$ cat src/sv/sfp_pkg.sv
// Package for the start-of-frame parser: constants, register indexes,
// frame descriptor type and the CRC-8/ATM byte update.
// No dependencies.
package sfp_pkg;

  localparam int MAX_PAYLOAD_DFLT = 32;
  localparam int HEADER_LEN       = 5;
  localparam int QUEUE_DEPTH      = 2;

  localparam logic [7:0] START_ONE_RST = 8'hAA;
  localparam logic [7:0] START_TWO_RST = 8'h55;

  localparam logic REG_START_ONE = 1'b0;
  localparam logic REG_START_TWO = 1'b1;

  typedef struct packed {
    logic [7:0] src;
    logic [7:0] tgt;
    logic [7:0] cmd;
    logic [7:0] seq;
    logic [7:0] len;
    logic       bank;
  } desc_t;

  function automatic logic [7:0] crc8_atm(input logic [7:0] crc, input logic [7:0] b);
    logic [7:0] v;
    v = crc ^ b;
    for (int i = 0; i < 8; i++) begin
      v = v[7] ? ({v[6:0], 1'b0} ^ 8'h07) : {v[6:0], 1'b0};
    end
    return v;
  endfunction

endpackage

$ cat src/sv/sfp_if.sv
// Valid/ready channel interfaces for received bytes and frame results.
// No dependencies.
interface sfp_rx_if;
  logic       valid;
  logic       ready;
  logic [7:0] rx_byte;
  modport source (output valid, output rx_byte, input ready);
  modport sink (input valid, input rx_byte, output ready);
endinterface

interface sfp_res_if;
  logic       valid;
  logic       ready;
  logic [7:0] src_addr;
  logic [7:0] target_addr;
  logic [7:0] command;
  logic [7:0] sequence_res;
  logic [5:0] payload_len;
  logic       has_payload;
  logic [4:0] byte_position;
  logic [7:0] payload_byte;
  logic       last;
  modport source (output valid, output src_addr, output target_addr, output command,
                  output sequence_res, output payload_len, output has_payload,
                  output byte_position, output payload_byte, output last, input ready);
  modport sink (input valid, input src_addr, input target_addr, input command,
                input sequence_res, input payload_len, input has_payload,
                input byte_position, input payload_byte, input last, output ready);
endinterface

$ cat src/sv/sfp_ram.sv
// Generic single-write, single-read RAM with registered read data.
// No dependencies.
module sfp_ram #(
  parameter int WIDTH = 8,
  parameter int DEPTH = 64
) (
  input  logic                     clk,
  input  logic                     we,
  input  logic [$clog2(DEPTH)-1:0] waddr,
  input  logic [WIDTH-1:0]         wdata,
  input  logic [$clog2(DEPTH)-1:0] raddr,
  output logic [WIDTH-1:0]         rdata
);

  logic [WIDTH-1:0] mem [DEPTH];

  always_ff @(posedge clk) begin
    if (we) begin
      mem[waddr] <= wdata;
    end
    rdata <= mem[raddr];
  end

endmodule

$ cat src/sv/sfp_front.sv
// Front end: start-byte hunt, header capture, payload write, running CRC.
// Depends on sfp_pkg and sfp_rx_if; writes the payload RAM, pushes descriptors.
module sfp_front #(
  parameter int MAX_PAYLOAD = sfp_pkg::MAX_PAYLOAD_DFLT,
  parameter int IDX_W = (MAX_PAYLOAD > 1) ? $clog2(MAX_PAYLOAD) : 1
) (
  input  logic                 clk,
  input  logic                 rst,
  input  logic                 cfg_we,
  input  logic                 cfg_index,
  input  logic [7:0]           cfg_data,
  sfp_rx_if.sink               rx,
  output logic                 ram_we,
  output logic [IDX_W:0]       ram_waddr,
  output logic [7:0]           ram_wdata,
  input  logic                 q_full,
  output logic                 q_push,
  output sfp_pkg::desc_t       q_desc
);

  localparam int CNT_W = $clog2(MAX_PAYLOAD + 1);
  localparam logic [7:0] MAX8 = 8'(MAX_PAYLOAD);
  localparam logic [CNT_W-1:0] MAXC = CNT_W'(MAX_PAYLOAD);

  localparam logic [2:0] PH_SOF1    = 3'd0;
  localparam logic [2:0] PH_SOF2    = 3'd1;
  localparam logic [2:0] PH_HEADER  = 3'd2;
  localparam logic [2:0] PH_PAYLOAD = 3'd3;
  localparam logic [2:0] PH_CRC     = 3'd4;

  logic [7:0]       sb1;
  logic [7:0]       sb2;
  logic [2:0]       phase;
  logic [2:0]       hcnt;
  logic [CNT_W-1:0] pcnt;
  logic [7:0]       crc;
  logic [7:0]       crc_next;
  logic             wr_bank;
  logic [7:0]       h_src;
  logic [7:0]       h_tgt;
  logic [7:0]       h_cmd;
  logic [7:0]       h_seq;
  logic [7:0]       h_len;
  logic             accept;
  logic [7:0]       b;

  assign rx.ready = !q_full;
  assign accept   = rx.valid && rx.ready;
  assign b        = rx.rx_byte;
  assign crc_next = sfp_pkg::crc8_atm(crc, b);

  assign ram_we    = accept && (phase == PH_PAYLOAD) && (pcnt < MAXC);
  assign ram_waddr = {wr_bank, pcnt[IDX_W-1:0]};
  assign ram_wdata = b;

  assign q_push = accept && (phase == PH_CRC) && (b == crc);
  assign q_desc = '{src: h_src, tgt: h_tgt, cmd: h_cmd, seq: h_seq, len: h_len,
                    bank: wr_bank};

  always_ff @(posedge clk) begin
    if (rst) begin
      sb1     <= sfp_pkg::START_ONE_RST;
      sb2     <= sfp_pkg::START_TWO_RST;
      phase   <= PH_SOF1;
      hcnt    <= '0;
      pcnt    <= '0;
      crc     <= '0;
      wr_bank <= 1'b0;
    end else begin
      if (cfg_we) begin
        unique case (cfg_index)
          sfp_pkg::REG_START_ONE: sb1 <= cfg_data;
          sfp_pkg::REG_START_TWO: sb2 <= cfg_data;
        endcase
      end
      if (accept) begin
        unique case (phase)
          PH_SOF1: begin
            if (b == sb1) phase <= PH_SOF2;
          end
          PH_SOF2: begin
            if (b == sb2) begin
              phase <= PH_HEADER;
              hcnt  <= '0;
              crc   <= '0;
            end else if (b != sb1) begin
              phase <= PH_SOF1;
              hcnt  <= '0;
              pcnt  <= '0;
            end
          end
          PH_HEADER: begin
            unique case (hcnt)
              3'd0: begin
                h_src <= b;
                hcnt  <= hcnt + 3'd1;
                crc   <= crc_next;
              end
              3'd1: begin
                h_tgt <= b;
                hcnt  <= hcnt + 3'd1;
                crc   <= crc_next;
              end
              3'd2: begin
                h_cmd <= b;
                hcnt  <= hcnt + 3'd1;
                crc   <= crc_next;
              end
              3'd3: begin
                h_seq <= b;
                hcnt  <= hcnt + 3'd1;
                crc   <= crc_next;
              end
              3'd4: begin
                h_len <= b;
                crc   <= crc_next;
                if (b > MAX8) begin
                  phase <= PH_SOF1;
                  hcnt  <= '0;
                  pcnt  <= '0;
                end else if (b == 8'd0) begin
                  hcnt  <= hcnt + 3'd1;
                  phase <= PH_CRC;
                end else begin
                  hcnt  <= hcnt + 3'd1;
                  pcnt  <= '0;
                  phase <= PH_PAYLOAD;
                end
              end
              default: begin
                phase <= PH_SOF1;
                hcnt  <= '0;
                pcnt  <= '0;
              end
            endcase
          end
          PH_PAYLOAD: begin
            if (pcnt >= MAXC) begin
              phase <= PH_SOF1;
              hcnt  <= '0;
              pcnt  <= '0;
            end else begin
              pcnt <= pcnt + CNT_W'(1);
              crc  <= crc_next;
              if (8'(pcnt) + 8'd1 == h_len) phase <= PH_CRC;
            end
          end
          PH_CRC: begin
            if (b == crc) wr_bank <= !wr_bank;
            phase <= PH_SOF1;
            hcnt  <= '0;
            pcnt  <= '0;
          end
          default: begin
            phase <= PH_SOF1;
            hcnt  <= '0;
            pcnt  <= '0;
          end
        endcase
      end
    end
  end

  a_payload_len_ok: assert property (@(posedge clk) disable iff (rst)
    (phase == PH_PAYLOAD) |-> (h_len != 8'd0) && (h_len <= MAX8))
    else $error("payload phase with bad length");

  a_push_flips_bank: assert property (@(posedge clk) disable iff (rst)
    q_push |=> (wr_bank != $past(wr_bank)) && (phase == PH_SOF1))
    else $error("push without bank swap");

endmodule

$ cat src/sv/sfp_queue.sv
// Short descriptor queue between front and back ends.
// Depends on sfp_pkg for the descriptor type and depth.
module sfp_queue (
  input  logic           clk,
  input  logic           rst,
  input  logic           push,
  input  sfp_pkg::desc_t push_desc,
  output logic           full,
  input  logic           pop,
  output logic           head_valid,
  output sfp_pkg::desc_t head_desc
);

  localparam int PTR_W = $clog2(sfp_pkg::QUEUE_DEPTH);
  localparam int CNT_W = $clog2(sfp_pkg::QUEUE_DEPTH + 1);

  sfp_pkg::desc_t   slots [sfp_pkg::QUEUE_DEPTH];
  logic [PTR_W-1:0] wptr;
  logic [PTR_W-1:0] rptr;
  logic [CNT_W-1:0] count;

  assign full       = (count == CNT_W'(sfp_pkg::QUEUE_DEPTH));
  assign head_valid = (count != '0);
  assign head_desc  = slots[rptr];

  always_ff @(posedge clk) begin
    if (push) slots[wptr] <= push_desc;
    if (rst) begin
      wptr  <= '0;
      rptr  <= '0;
      count <= '0;
    end else begin
      if (push) wptr <= wptr + PTR_W'(1);
      if (pop) rptr <= rptr + PTR_W'(1);
      count <= count + CNT_W'(push) - CNT_W'(pop);
    end
  end

  a_no_overflow: assert property (@(posedge clk) disable iff (rst) push |-> !full)
    else $error("push into full queue");

  a_no_underflow: assert property (@(posedge clk) disable iff (rst) pop |-> head_valid)
    else $error("pop from empty queue");

endmodule

$ cat src/sv/sfp_back.sv
// Back end: walks the head frame's RAM payload; one result per byte, one if none.
// Depends on sfp_pkg and sfp_res_if; reads the payload RAM, pops descriptors.
module sfp_back #(
  parameter int MAX_PAYLOAD = sfp_pkg::MAX_PAYLOAD_DFLT,
  parameter int IDX_W = (MAX_PAYLOAD > 1) ? $clog2(MAX_PAYLOAD) : 1
) (
  input  logic           clk,
  input  logic           rst,
  input  logic           q_valid,
  input  sfp_pkg::desc_t q_desc,
  output logic           q_pop,
  output logic [IDX_W:0] ram_raddr,
  input  logic [7:0]     ram_rdata,
  sfp_res_if.source      res
);

  logic [IDX_W-1:0] k;
  logic [IDX_W-1:0] k_pend;
  logic             last_pend;
  logic             rd_pend;
  logic             issue;
  logic             is_last;
  logic             has_pl;

  assign issue     = q_valid && !rd_pend && (!res.valid || res.ready);
  assign is_last   = (q_desc.len == 8'd0) || (8'(k) + 8'd1 == q_desc.len);
  assign has_pl    = (q_desc.len != 8'd0);
  assign ram_raddr = {q_desc.bank, k};
  assign q_pop     = rd_pend && last_pend;

  always_ff @(posedge clk) begin
    if (issue) begin
      k_pend    <= k;
      last_pend <= is_last;
    end
    if (rd_pend) begin
      res.src_addr      <= q_desc.src;
      res.target_addr   <= q_desc.tgt;
      res.command       <= q_desc.cmd;
      res.sequence_res  <= q_desc.seq;
      res.payload_len   <= q_desc.len[5:0];
      res.has_payload   <= has_pl;
      res.byte_position <= has_pl ? 5'(k_pend) : 5'd0;
      res.payload_byte  <= has_pl ? ram_rdata : 8'd0;
      res.last          <= last_pend;
    end
    if (rst) begin
      k         <= '0;
      rd_pend   <= 1'b0;
      res.valid <= 1'b0;
    end else begin
      rd_pend <= issue;
      if (issue) k <= is_last ? '0 : k + IDX_W'(1);
      if (rd_pend) begin
        res.valid <= 1'b1;
      end else if (res.ready) begin
        res.valid <= 1'b0;
      end
    end
  end

  a_single_read: assert property (@(posedge clk) disable iff (rst) rd_pend |=> !rd_pend)
    else $error("back-to-back RAM reads");

  a_read_has_desc: assert property (@(posedge clk) disable iff (rst) rd_pend |-> q_valid)
    else $error("read data without descriptor");

endmodule

$ cat src/sv/sof_frame_parser_crc8.sv
// Start-of-frame byte parser with CRC-8/ATM check. Received bytes are taken at one per
// cycle while fewer than two checked frames wait; the descriptor queue depth sets that bound.
// After the CRC byte is taken, its descriptor is registered in the queue, then the RAM read
// and the output register follow; the back end starts no new read while one is pending.
// Reset is synchronous and active high: hunt state, start bytes 0xAA and 0x55, queue
// empty; the payload RAM is not cleared.
module sof_frame_parser_crc8 #(
  parameter int MAX_PAYLOAD = sfp_pkg::MAX_PAYLOAD_DFLT
) (
  input  logic       clk,
  input  logic       rst,
  input  logic       cfg_we,
  input  logic       cfg_index,
  input  logic [7:0] cfg_data,
  sfp_rx_if.sink     rx,
  sfp_res_if.source  res
);

  localparam int IDX_W = (MAX_PAYLOAD > 1) ? $clog2(MAX_PAYLOAD) : 1;

  logic           ram_we;
  logic [IDX_W:0] ram_waddr;
  logic [7:0]     ram_wdata;
  logic [IDX_W:0] ram_raddr;
  logic [7:0]     ram_rdata;
  logic           q_full;
  logic           q_push;
  logic           q_pop;
  logic           q_valid;
  sfp_pkg::desc_t push_desc;
  sfp_pkg::desc_t head_desc;

  sfp_front #(.MAX_PAYLOAD(MAX_PAYLOAD), .IDX_W(IDX_W)) u_front (
    .clk       (clk),
    .rst       (rst),
    .cfg_we    (cfg_we),
    .cfg_index (cfg_index),
    .cfg_data  (cfg_data),
    .rx        (rx),
    .ram_we    (ram_we),
    .ram_waddr (ram_waddr),
    .ram_wdata (ram_wdata),
    .q_full    (q_full),
    .q_push    (q_push),
    .q_desc    (push_desc)
  );

  sfp_queue u_queue (
    .clk        (clk),
    .rst        (rst),
    .push       (q_push),
    .push_desc  (push_desc),
    .full       (q_full),
    .pop        (q_pop),
    .head_valid (q_valid),
    .head_desc  (head_desc)
  );

  sfp_ram #(.WIDTH(8), .DEPTH(2 << IDX_W)) u_ram (
    .clk   (clk),
    .we    (ram_we),
    .waddr (ram_waddr),
    .wdata (ram_wdata),
    .raddr (ram_raddr),
    .rdata (ram_rdata)
  );

  sfp_back #(.MAX_PAYLOAD(MAX_PAYLOAD), .IDX_W(IDX_W)) u_back (
    .clk       (clk),
    .rst       (rst),
    .q_valid   (q_valid),
    .q_desc    (head_desc),
    .q_pop     (q_pop),
    .ram_raddr (ram_raddr),
    .ram_rdata (ram_rdata),
    .res       (res)
  );

endmodule
$ cat src/flat_wrapper.sv
// flat-port wrapper written by rule: the top's interface ports become plain ports
module sof_frame_parser_crc8_flat 
#(
  parameter int MAX_PAYLOAD = sfp_pkg::MAX_PAYLOAD_DFLT
)
  (clk, rst, cfg_we, cfg_index, cfg_data, rx_valid, rx_rx_byte, rx_ready, res_valid, res_src_addr, res_target_addr, res_command, res_sequence_res, res_payload_len, res_has_payload, res_byte_position, res_payload_byte, res_last, res_ready);
  sfp_rx_if rx_i ();
  sfp_res_if res_i ();
  input  logic clk;
  input  logic rst;
  input  logic cfg_we;
  input  logic cfg_index;
  input  logic [7:0] cfg_data;
  input wire logic [$bits(rx_i.valid)-1:0] rx_valid;
  input wire logic [$bits(rx_i.rx_byte)-1:0] rx_rx_byte;
  output wire logic [$bits(rx_i.ready)-1:0] rx_ready;
  output wire logic [$bits(res_i.valid)-1:0] res_valid;
  output wire logic [$bits(res_i.src_addr)-1:0] res_src_addr;
  output wire logic [$bits(res_i.target_addr)-1:0] res_target_addr;
  output wire logic [$bits(res_i.command)-1:0] res_command;
  output wire logic [$bits(res_i.sequence_res)-1:0] res_sequence_res;
  output wire logic [$bits(res_i.payload_len)-1:0] res_payload_len;
  output wire logic [$bits(res_i.has_payload)-1:0] res_has_payload;
  output wire logic [$bits(res_i.byte_position)-1:0] res_byte_position;
  output wire logic [$bits(res_i.payload_byte)-1:0] res_payload_byte;
  output wire logic [$bits(res_i.last)-1:0] res_last;
  input wire logic [$bits(res_i.ready)-1:0] res_ready;
  assign rx_i.valid = rx_valid;
  assign rx_i.rx_byte = rx_rx_byte;
  assign rx_ready = rx_i.ready;
  assign res_valid = res_i.valid;
  assign res_src_addr = res_i.src_addr;
  assign res_target_addr = res_i.target_addr;
  assign res_command = res_i.command;
  assign res_sequence_res = res_i.sequence_res;
  assign res_payload_len = res_i.payload_len;
  assign res_has_payload = res_i.has_payload;
  assign res_byte_position = res_i.byte_position;
  assign res_payload_byte = res_i.payload_byte;
  assign res_last = res_i.last;
  assign res_i.ready = res_ready;
  sof_frame_parser_crc8 #(.MAX_PAYLOAD(MAX_PAYLOAD)) u_core (.clk(clk), .rst(rst), .cfg_we(cfg_we), .cfg_index(cfg_index), .cfg_data(cfg_data), .rx(rx_i), .res(res_i));
endmodule
$ cat config.mk
export PLATFORM = sky130hd
export DESIGN_NAME = sof_frame_parser_crc8_flat
export DESIGN_NICKNAME = d
export VERILOG_FILES = /design/src/sv/sfp_pkg.sv /design/src/sv/sfp_if.sv /design/src/sv/sfp_ram.sv /design/src/sv/sfp_front.sv /design/src/sv/sfp_queue.sv /design/src/sv/sfp_back.sv /design/src/sv/sof_frame_parser_crc8.sv /design/src/flat_wrapper.sv
export SDC_FILE = /design/constraint.sdc
export NUM_CORES = 1
export LEC_CHECK = 0
export ABC_AREA = 1
export BUFFER_PORTS_ARGS = -buffer_cell sky130_fd_sc_hd__buf_2
export CAP_MARGIN = 40
export CELL_PAD_IN_SITES_DETAIL_PLACEMENT = 0
export CELL_PAD_IN_SITES_GLOBAL_PLACEMENT = 1
export CORE_MARGIN = 4
export CORE_UTILIZATION = 30
export CTS_CLUSTER_DIAMETER = 200
export DETAILED_ROUTE_END_ITERATION = 10
export MAX_ROUTING_LAYER = met4
export PLACE_DENSITY = 0.64
export SETUP_SLACK_MARGIN = 0.3
export SLEW_MARGIN = 20
export SYNTH_ARGS = -nofsm -noshare
export SYNTH_HDL_FRONTEND = slang
export SYNTH_SLANG_ARGS = --single-unit
$ cat constraint.sdc
create_clock -name clk -period 3.85 [get_ports clk]
set_clock_uncertainty 0.15 [all_clocks]
set_input_delay 0.5775 -clock clk [delete_from_list [all_inputs] [get_ports clk]]
set_output_delay 0.5775 -clock clk [all_outputs]
set_load 0.02 [all_outputs]
== Word-level counts from Yosys, hierarchy flattened ==
Memories as Yosys holds them, arrays and structs flattened. A register that Yosys moved wholly into a read port is not among the register bits.
Cells that the tools add are included.
W data, S select, Z words.
Storage, ports and cells
  register bits after elaboration: 147
  memory bits (writable): 594
  input port bits: 22
  word-level logic and storage cells: 159
  memories: 2
Memories
  u_core.u_ram.mem: depth 64, bits a word 8, read ports 1, clocked after Yosys merged registers in 1, wr ports 1, RTL line sfp_ram.sv:15  | logic [WIDTH-1:0] mem [DEPTH];
  u_core.u_queue.slots: depth 2, bits a word 41, read ports 1, clocked after Yosys merged registers in 1, wr ports 1, RTL line sfp_queue.sv:17  | sfp_pkg::desc_t slots [sfp_pkg::QUEUE_DEPTH];
Operators by class
  $add $sub $neg: 9
  order comparisons: 3
  equality and inequality tests: 26
  mux-type cells: 42
  bitwise operators: 12
  reduce and logical (&&, ||, !) cells: 36
Operators by type and width (number)
  $mux W3: 18
  $mux W6: 5
  $eq A8 B8 Y1: 3
  $mux W8: 3
  $not A3 Y3: 8
  $pmux W3 S4: 2
  $pmux W6 S4: 1
  $pmux W8 S3: 1
  $reduce_and A4 Y1: 6
  $logic_not A8 Y1: 2
  $ne A2 B2 Y1 const B: 7
  $eq A3 B2 Y1 const B: 4
  $pmux W3 S2: 2
  $pmux W6 S2: 1
  $reduce_and A5 Y1: 2
  $eq A6 B8 Y1: 1
  $eq A7 B8 Y1: 1
  $gt A8 B6 Y1 const B: 1
  $logic_and A1 B1 Y1: 8
  $mux W1: 8
  $ne A8 B8 Y1: 1
  $reduce_bool A8 Y1: 1
  $xor A8 B8 Y8: 1
  $add A6 B1 Y7 const B: 1
  28 further kinds: 40

== Longest topological paths before layout ==
  depth in word-level cells: 19
  mapped depth: 15
  mapped depth without buffers: 13

== By module ==
From an unflattened synthesis, not the netlist that was laid out.
Second synthesis, totals
  cell total of the unflattened synthesis: 2634
  area, all modules: 31084.8 sq um
Modules (own cells, without submodules)
  sfp_ram: times used 1, cells an instance 1806, area each 21280.4 sq um
  sfp_front: times used 1, cells an instance 496, area each 4002.6 sq um
  sfp_queue: times used 1, cells an instance 159, area each 3389.5 sq um
  sfp_back: times used 1, cells an instance 173, area each 2412.3 sq um

== Least setup slack after synthesis ==
No wires, ideal clock.
  path kind: input -> register
  start point: input rx_rx_byte[7]
  end point: memory u_core.u_queue.slots[0][0] in the netlist's numbering, enable pin
  setup time: 0.440 ns
  arrival: 3.314 ns
  data required time: 3.260 ns
  setup slack: -0.054 ns
  stages on the path: 7
  buffers on the path: 1
  path through: buf_2 -> xnor2_1 -> ha_1 -> nand4_1 -> nor3_1 -> nand3_1 -> nor2_1
Between the ends
  cells in the longest elaborated chain, start to end: 4
RTL lines
  start: declaration: RTL line flat_wrapper.sv:15  | input wire logic [$bits(rx_i.rx_byte)-1:0] rx_rx_byte;
  $eq A8 B8 Y1: RTL line sfp_front.sv:56  | assign q_push = accept && (phase == PH_CRC) && (b == crc);
  $logic_and A1 B1 Y1: RTL line sfp_front.sv:56
  $mux W1: RTL line sfp_queue.sv:27  | if (push) slots[wptr] <= push_desc;
  $mux W1 (implied by the code): RTL line sfp_queue.sv:27
  end: declaration: RTL line sfp_queue.sv:17
No other way between the ends.

== Worst setup path in the final report ==
  start point: register u_core.u_front.pcnt[0]
  end point: memory u_core.u_ram.mem[7][4], enable pin
Between the ends
  cells in the longest elaborated chain, start to end: 4
RTL lines
  start: declaration: RTL line sfp_front.sv:35  | logic [CNT_W-1:0] pcnt;
  start signal: assignment: RTL line sfp_front.sv:143  | pcnt <= pcnt + CNT_W'(1);
  $lt A6 B6 Y1: RTL line sfp_front.sv:52  | assign ram_we = accept && (phase == PH_PAYLOAD) && (pcnt < MAXC);
  $logic_and A1 B1 Y1: RTL line sfp_front.sv:52
  $mux W1: RTL line sfp_ram.sv:18  | if (we) begin
  $mux W1 (implied by the code): RTL line sfp_ram.sv:19  | mem[waddr] <= wdata;
  end: declaration: RTL line sfp_ram.sv:15
Parallel ways exist; a longest one is shown, timed or not.

==> impl_metrics.yaml <==
grt:
  gr-usage-all-layers_pct: 15.1
  grt_pass1_wl_mm: 121
  grt_max_degree: 201
  antenna_found_initial: 4
  grt_overflow: 0
  grt_pass1_vias: 19463
drt:
  vias: 19395
  drt_iter0_drc: 1505
  vias_per_cell: 4.87
  avgRoutedWirePerCell_microns: 19.9
  drtAntennaViolNets: 0
  totalWireLength_mm: 79.3
  remaining_drc_errors: 0
  dr.pass1.iters: 5
timing:
  setup_viol_count_final: 0
  fin_crit_sh_pct: 81.9
  hold_viol: 0
  max_freq_mhz: 317
  slew_headroom_pct: 42.2
  slew_violations: 0
  worst_pin_slew_ns: 0.867
  min_period_ns: 3.15
  rsz0062_at_grt: "false"
floorplanning:
  initial_core_util_pct: 30.4
  io_pins: 77
  core_area_sq_um: 98900
  rows: 115
  die_h_microns: 325
  fp.dieW_microns: 325
  die_area_sq_um: 105000
logic_synthesis:
  async_reset_ff_share_pct: 0
  syn_nets: 2561
  yosys.area.top_type_share_pct: 69.2
  synth_area_sq_um: 30100
  synth-seq-cells: 750
  yosysUniqueCellTypes: 36
  yosysTopAreaCell: "edfxtp_1"
  avgSynthCellArea_sq_um: 11.9
  netlist_top_cells_area: "edfxtp_1 (69%), nand2_1 (5.7%), nor2_1 (5.1%), o21ai_0 (5.0%), dfxtp_1 (3.8%)"
  seq_area_frac_synth_pct: 73.0
  ys_warn_count: 0
  synthFlopType: "edfxtp_1"
  synth_cells: 2526
  synth_edf_count: 693
finish:
  regMostFlops: "u_core.u_ram.mem"
  layout.core_utilization_pct: 35.4
  final_common_cell: "edfxtp_1"
  final_cell_mix: "edfxtp_1 (693), nand2_1 (458), nor2_1 (408), o21ai_0 (299), nand3_1 (142)"
  areaGrowthSynthToFinish_pct: 16.3
  num-fill-cells: 9515
  final_layout_size_suffix_gt1_share_pct: 11.8
  n_antenna_cell: 0
  largest_reg_flops: 512
  top_regs: "u_core.u_ram.mem (512), u_core.u_queue.slots (82)"
  fin_nets: 2672
  stdcell_area_sq_um: 35000
setup_path:
  worstSetupPathType: "flip-flop to flip-flop"
  crit_family: "simple AND/OR/NAND/NOR gates"
  cp_max_fo: 11
  cp-end-kind: "flip-flop"
  cpMostUsedCell: "nor2_1"
  crit_arrival_ns: 3.25
  start_kind: "flip-flop"
  crit_slowest_cell: "nor2_1"
  cpPeakStageDelay_ns: 0.78
  critPathRequiredTime_ns: 3.95
  crit_chain: "inv_1 -> nor2_1 -> nand2_1 -> nor2_1"
  worst-path-buf-inv: 1
clocking:
  cts_setup_buffers: 0
  clk_pin_slew_ns: 0.06
  htree_levels: 3
  cts_root_buf: "clkbuf_16"
  cts_buffers: 77
  cts_resized: 0
  hold_buffers: 5
  cts.sinks: 750
  clock_path_buffers: 3
  insertion_delay_ns: 0.63
  cts_tree: "done"
run_status:
  outcome: "finished, final reports clean"
power:
  peakVddDrop_mv: 0.251
  leakage_uw: 0.0123
  power.density_nw_per_um2: 505
hold_path:
  hp-class: "input pin to flip-flop"
placed_design:
  gp_congestion: 0.800
  io_buffers: 76
  placed_cell_area_sq_um: 32200
  hpwl_mm: 50.0
flow_run:
  maxCapViolations: 0
## cells by family (layout without fill, tap and decap cells)
logic type                 Yosys count  after routing  share of synthesized area [%]
and+or+nand+nor                   1058           1058                           14.6
DFF                                750            750                           73.0
AOI/OAI and AO/OA                  450            450                           7.98
buffers and inverters              234            407                           3.24
xor gates and xnor gates            21             21                          0.612
adders and majority gates           13             13                          0.541
## Yosys cell counts, drive strengths merged, types with 11 or more instances
cell type / number
edfxtp: 693
nand2: 460
nor2: 413
o21ai: 303
nand3: 145
o22ai: 104
inv: 98
buf: 66
clkbuf: 65
dfxtp: 57
a21oi: 36
nand4: 22
ha: 13
xor2: 11
## metal layers
layer	share of wire (%)	wire, microns	track usage [%]
met5	0	0	-
met4	2.2	1760	4.77
met3	4.7	3760	1.96
met2	50	39500	25.3
met1	43	34300	19.2
## power breakdown
group	switching, uW	internal, uW	leakage, uW
sequential	122	8940	0.00670
combinational	625	237	0.00429
clock	3160	4570	0.00127
## area by class of cell
type,count,area [sq um],area share (%)
sequential,750,22000,62.8
clock buffer,93,2050,5.85
clock inverter,48,589,1.68
inverter,103,394,1.13
multi-input combinational,1542,7160,20.5
timing repair buffer,163,1230,3.50
tap,1287,1610,4.60
## final timing paths
path,start,end,slack [ns],depth (start not counted)
worst max-delay path,u_core.u_front.pcnt[0]$_SDFFE_PP0P_,u_core.u_ram.mem[7][4]$_DFFE_PP_,0.70,4
worst min-delay path,cfg_data[6],u_core.u_front.sb1[6]$_SDFFE_PP0P_,0.05,3
worst max register to register,u_core.u_front.pcnt[0]$_SDFFE_PP0P_,u_core.u_ram.mem[7][4]$_DFFE_PP_,0.70,4
worst min register to register,u_core.u_front.h_cmd[0]$_DFFE_PP_,u_core.u_queue.slots[0][17]$_DFFE_PP_,0.29,0
## per-stage QoR
stage          TNS [ns]  worst slack [ns]  hold WS, ns  total power [uW]  instances
2_1_floorplan     -4.41           -0.0538        0.253              9740       2526
3_3_place_gp          0             0.675        0.273             10100       3826
3_5_place_dp          0             0.700        0.282             10100       3838
4_1_cts               0             0.708       0.0179             17800       3984
5_1_grt               0             0.476       0.0621             18300       3986
6_report              0             0.695       0.0517             17700       3986
## tightest hold or removal path: stages
cell	delay, ns
buf_2	0.10
nor2_1	0.05
nor2_1	0.08
(Power assumes the default switching activity.)
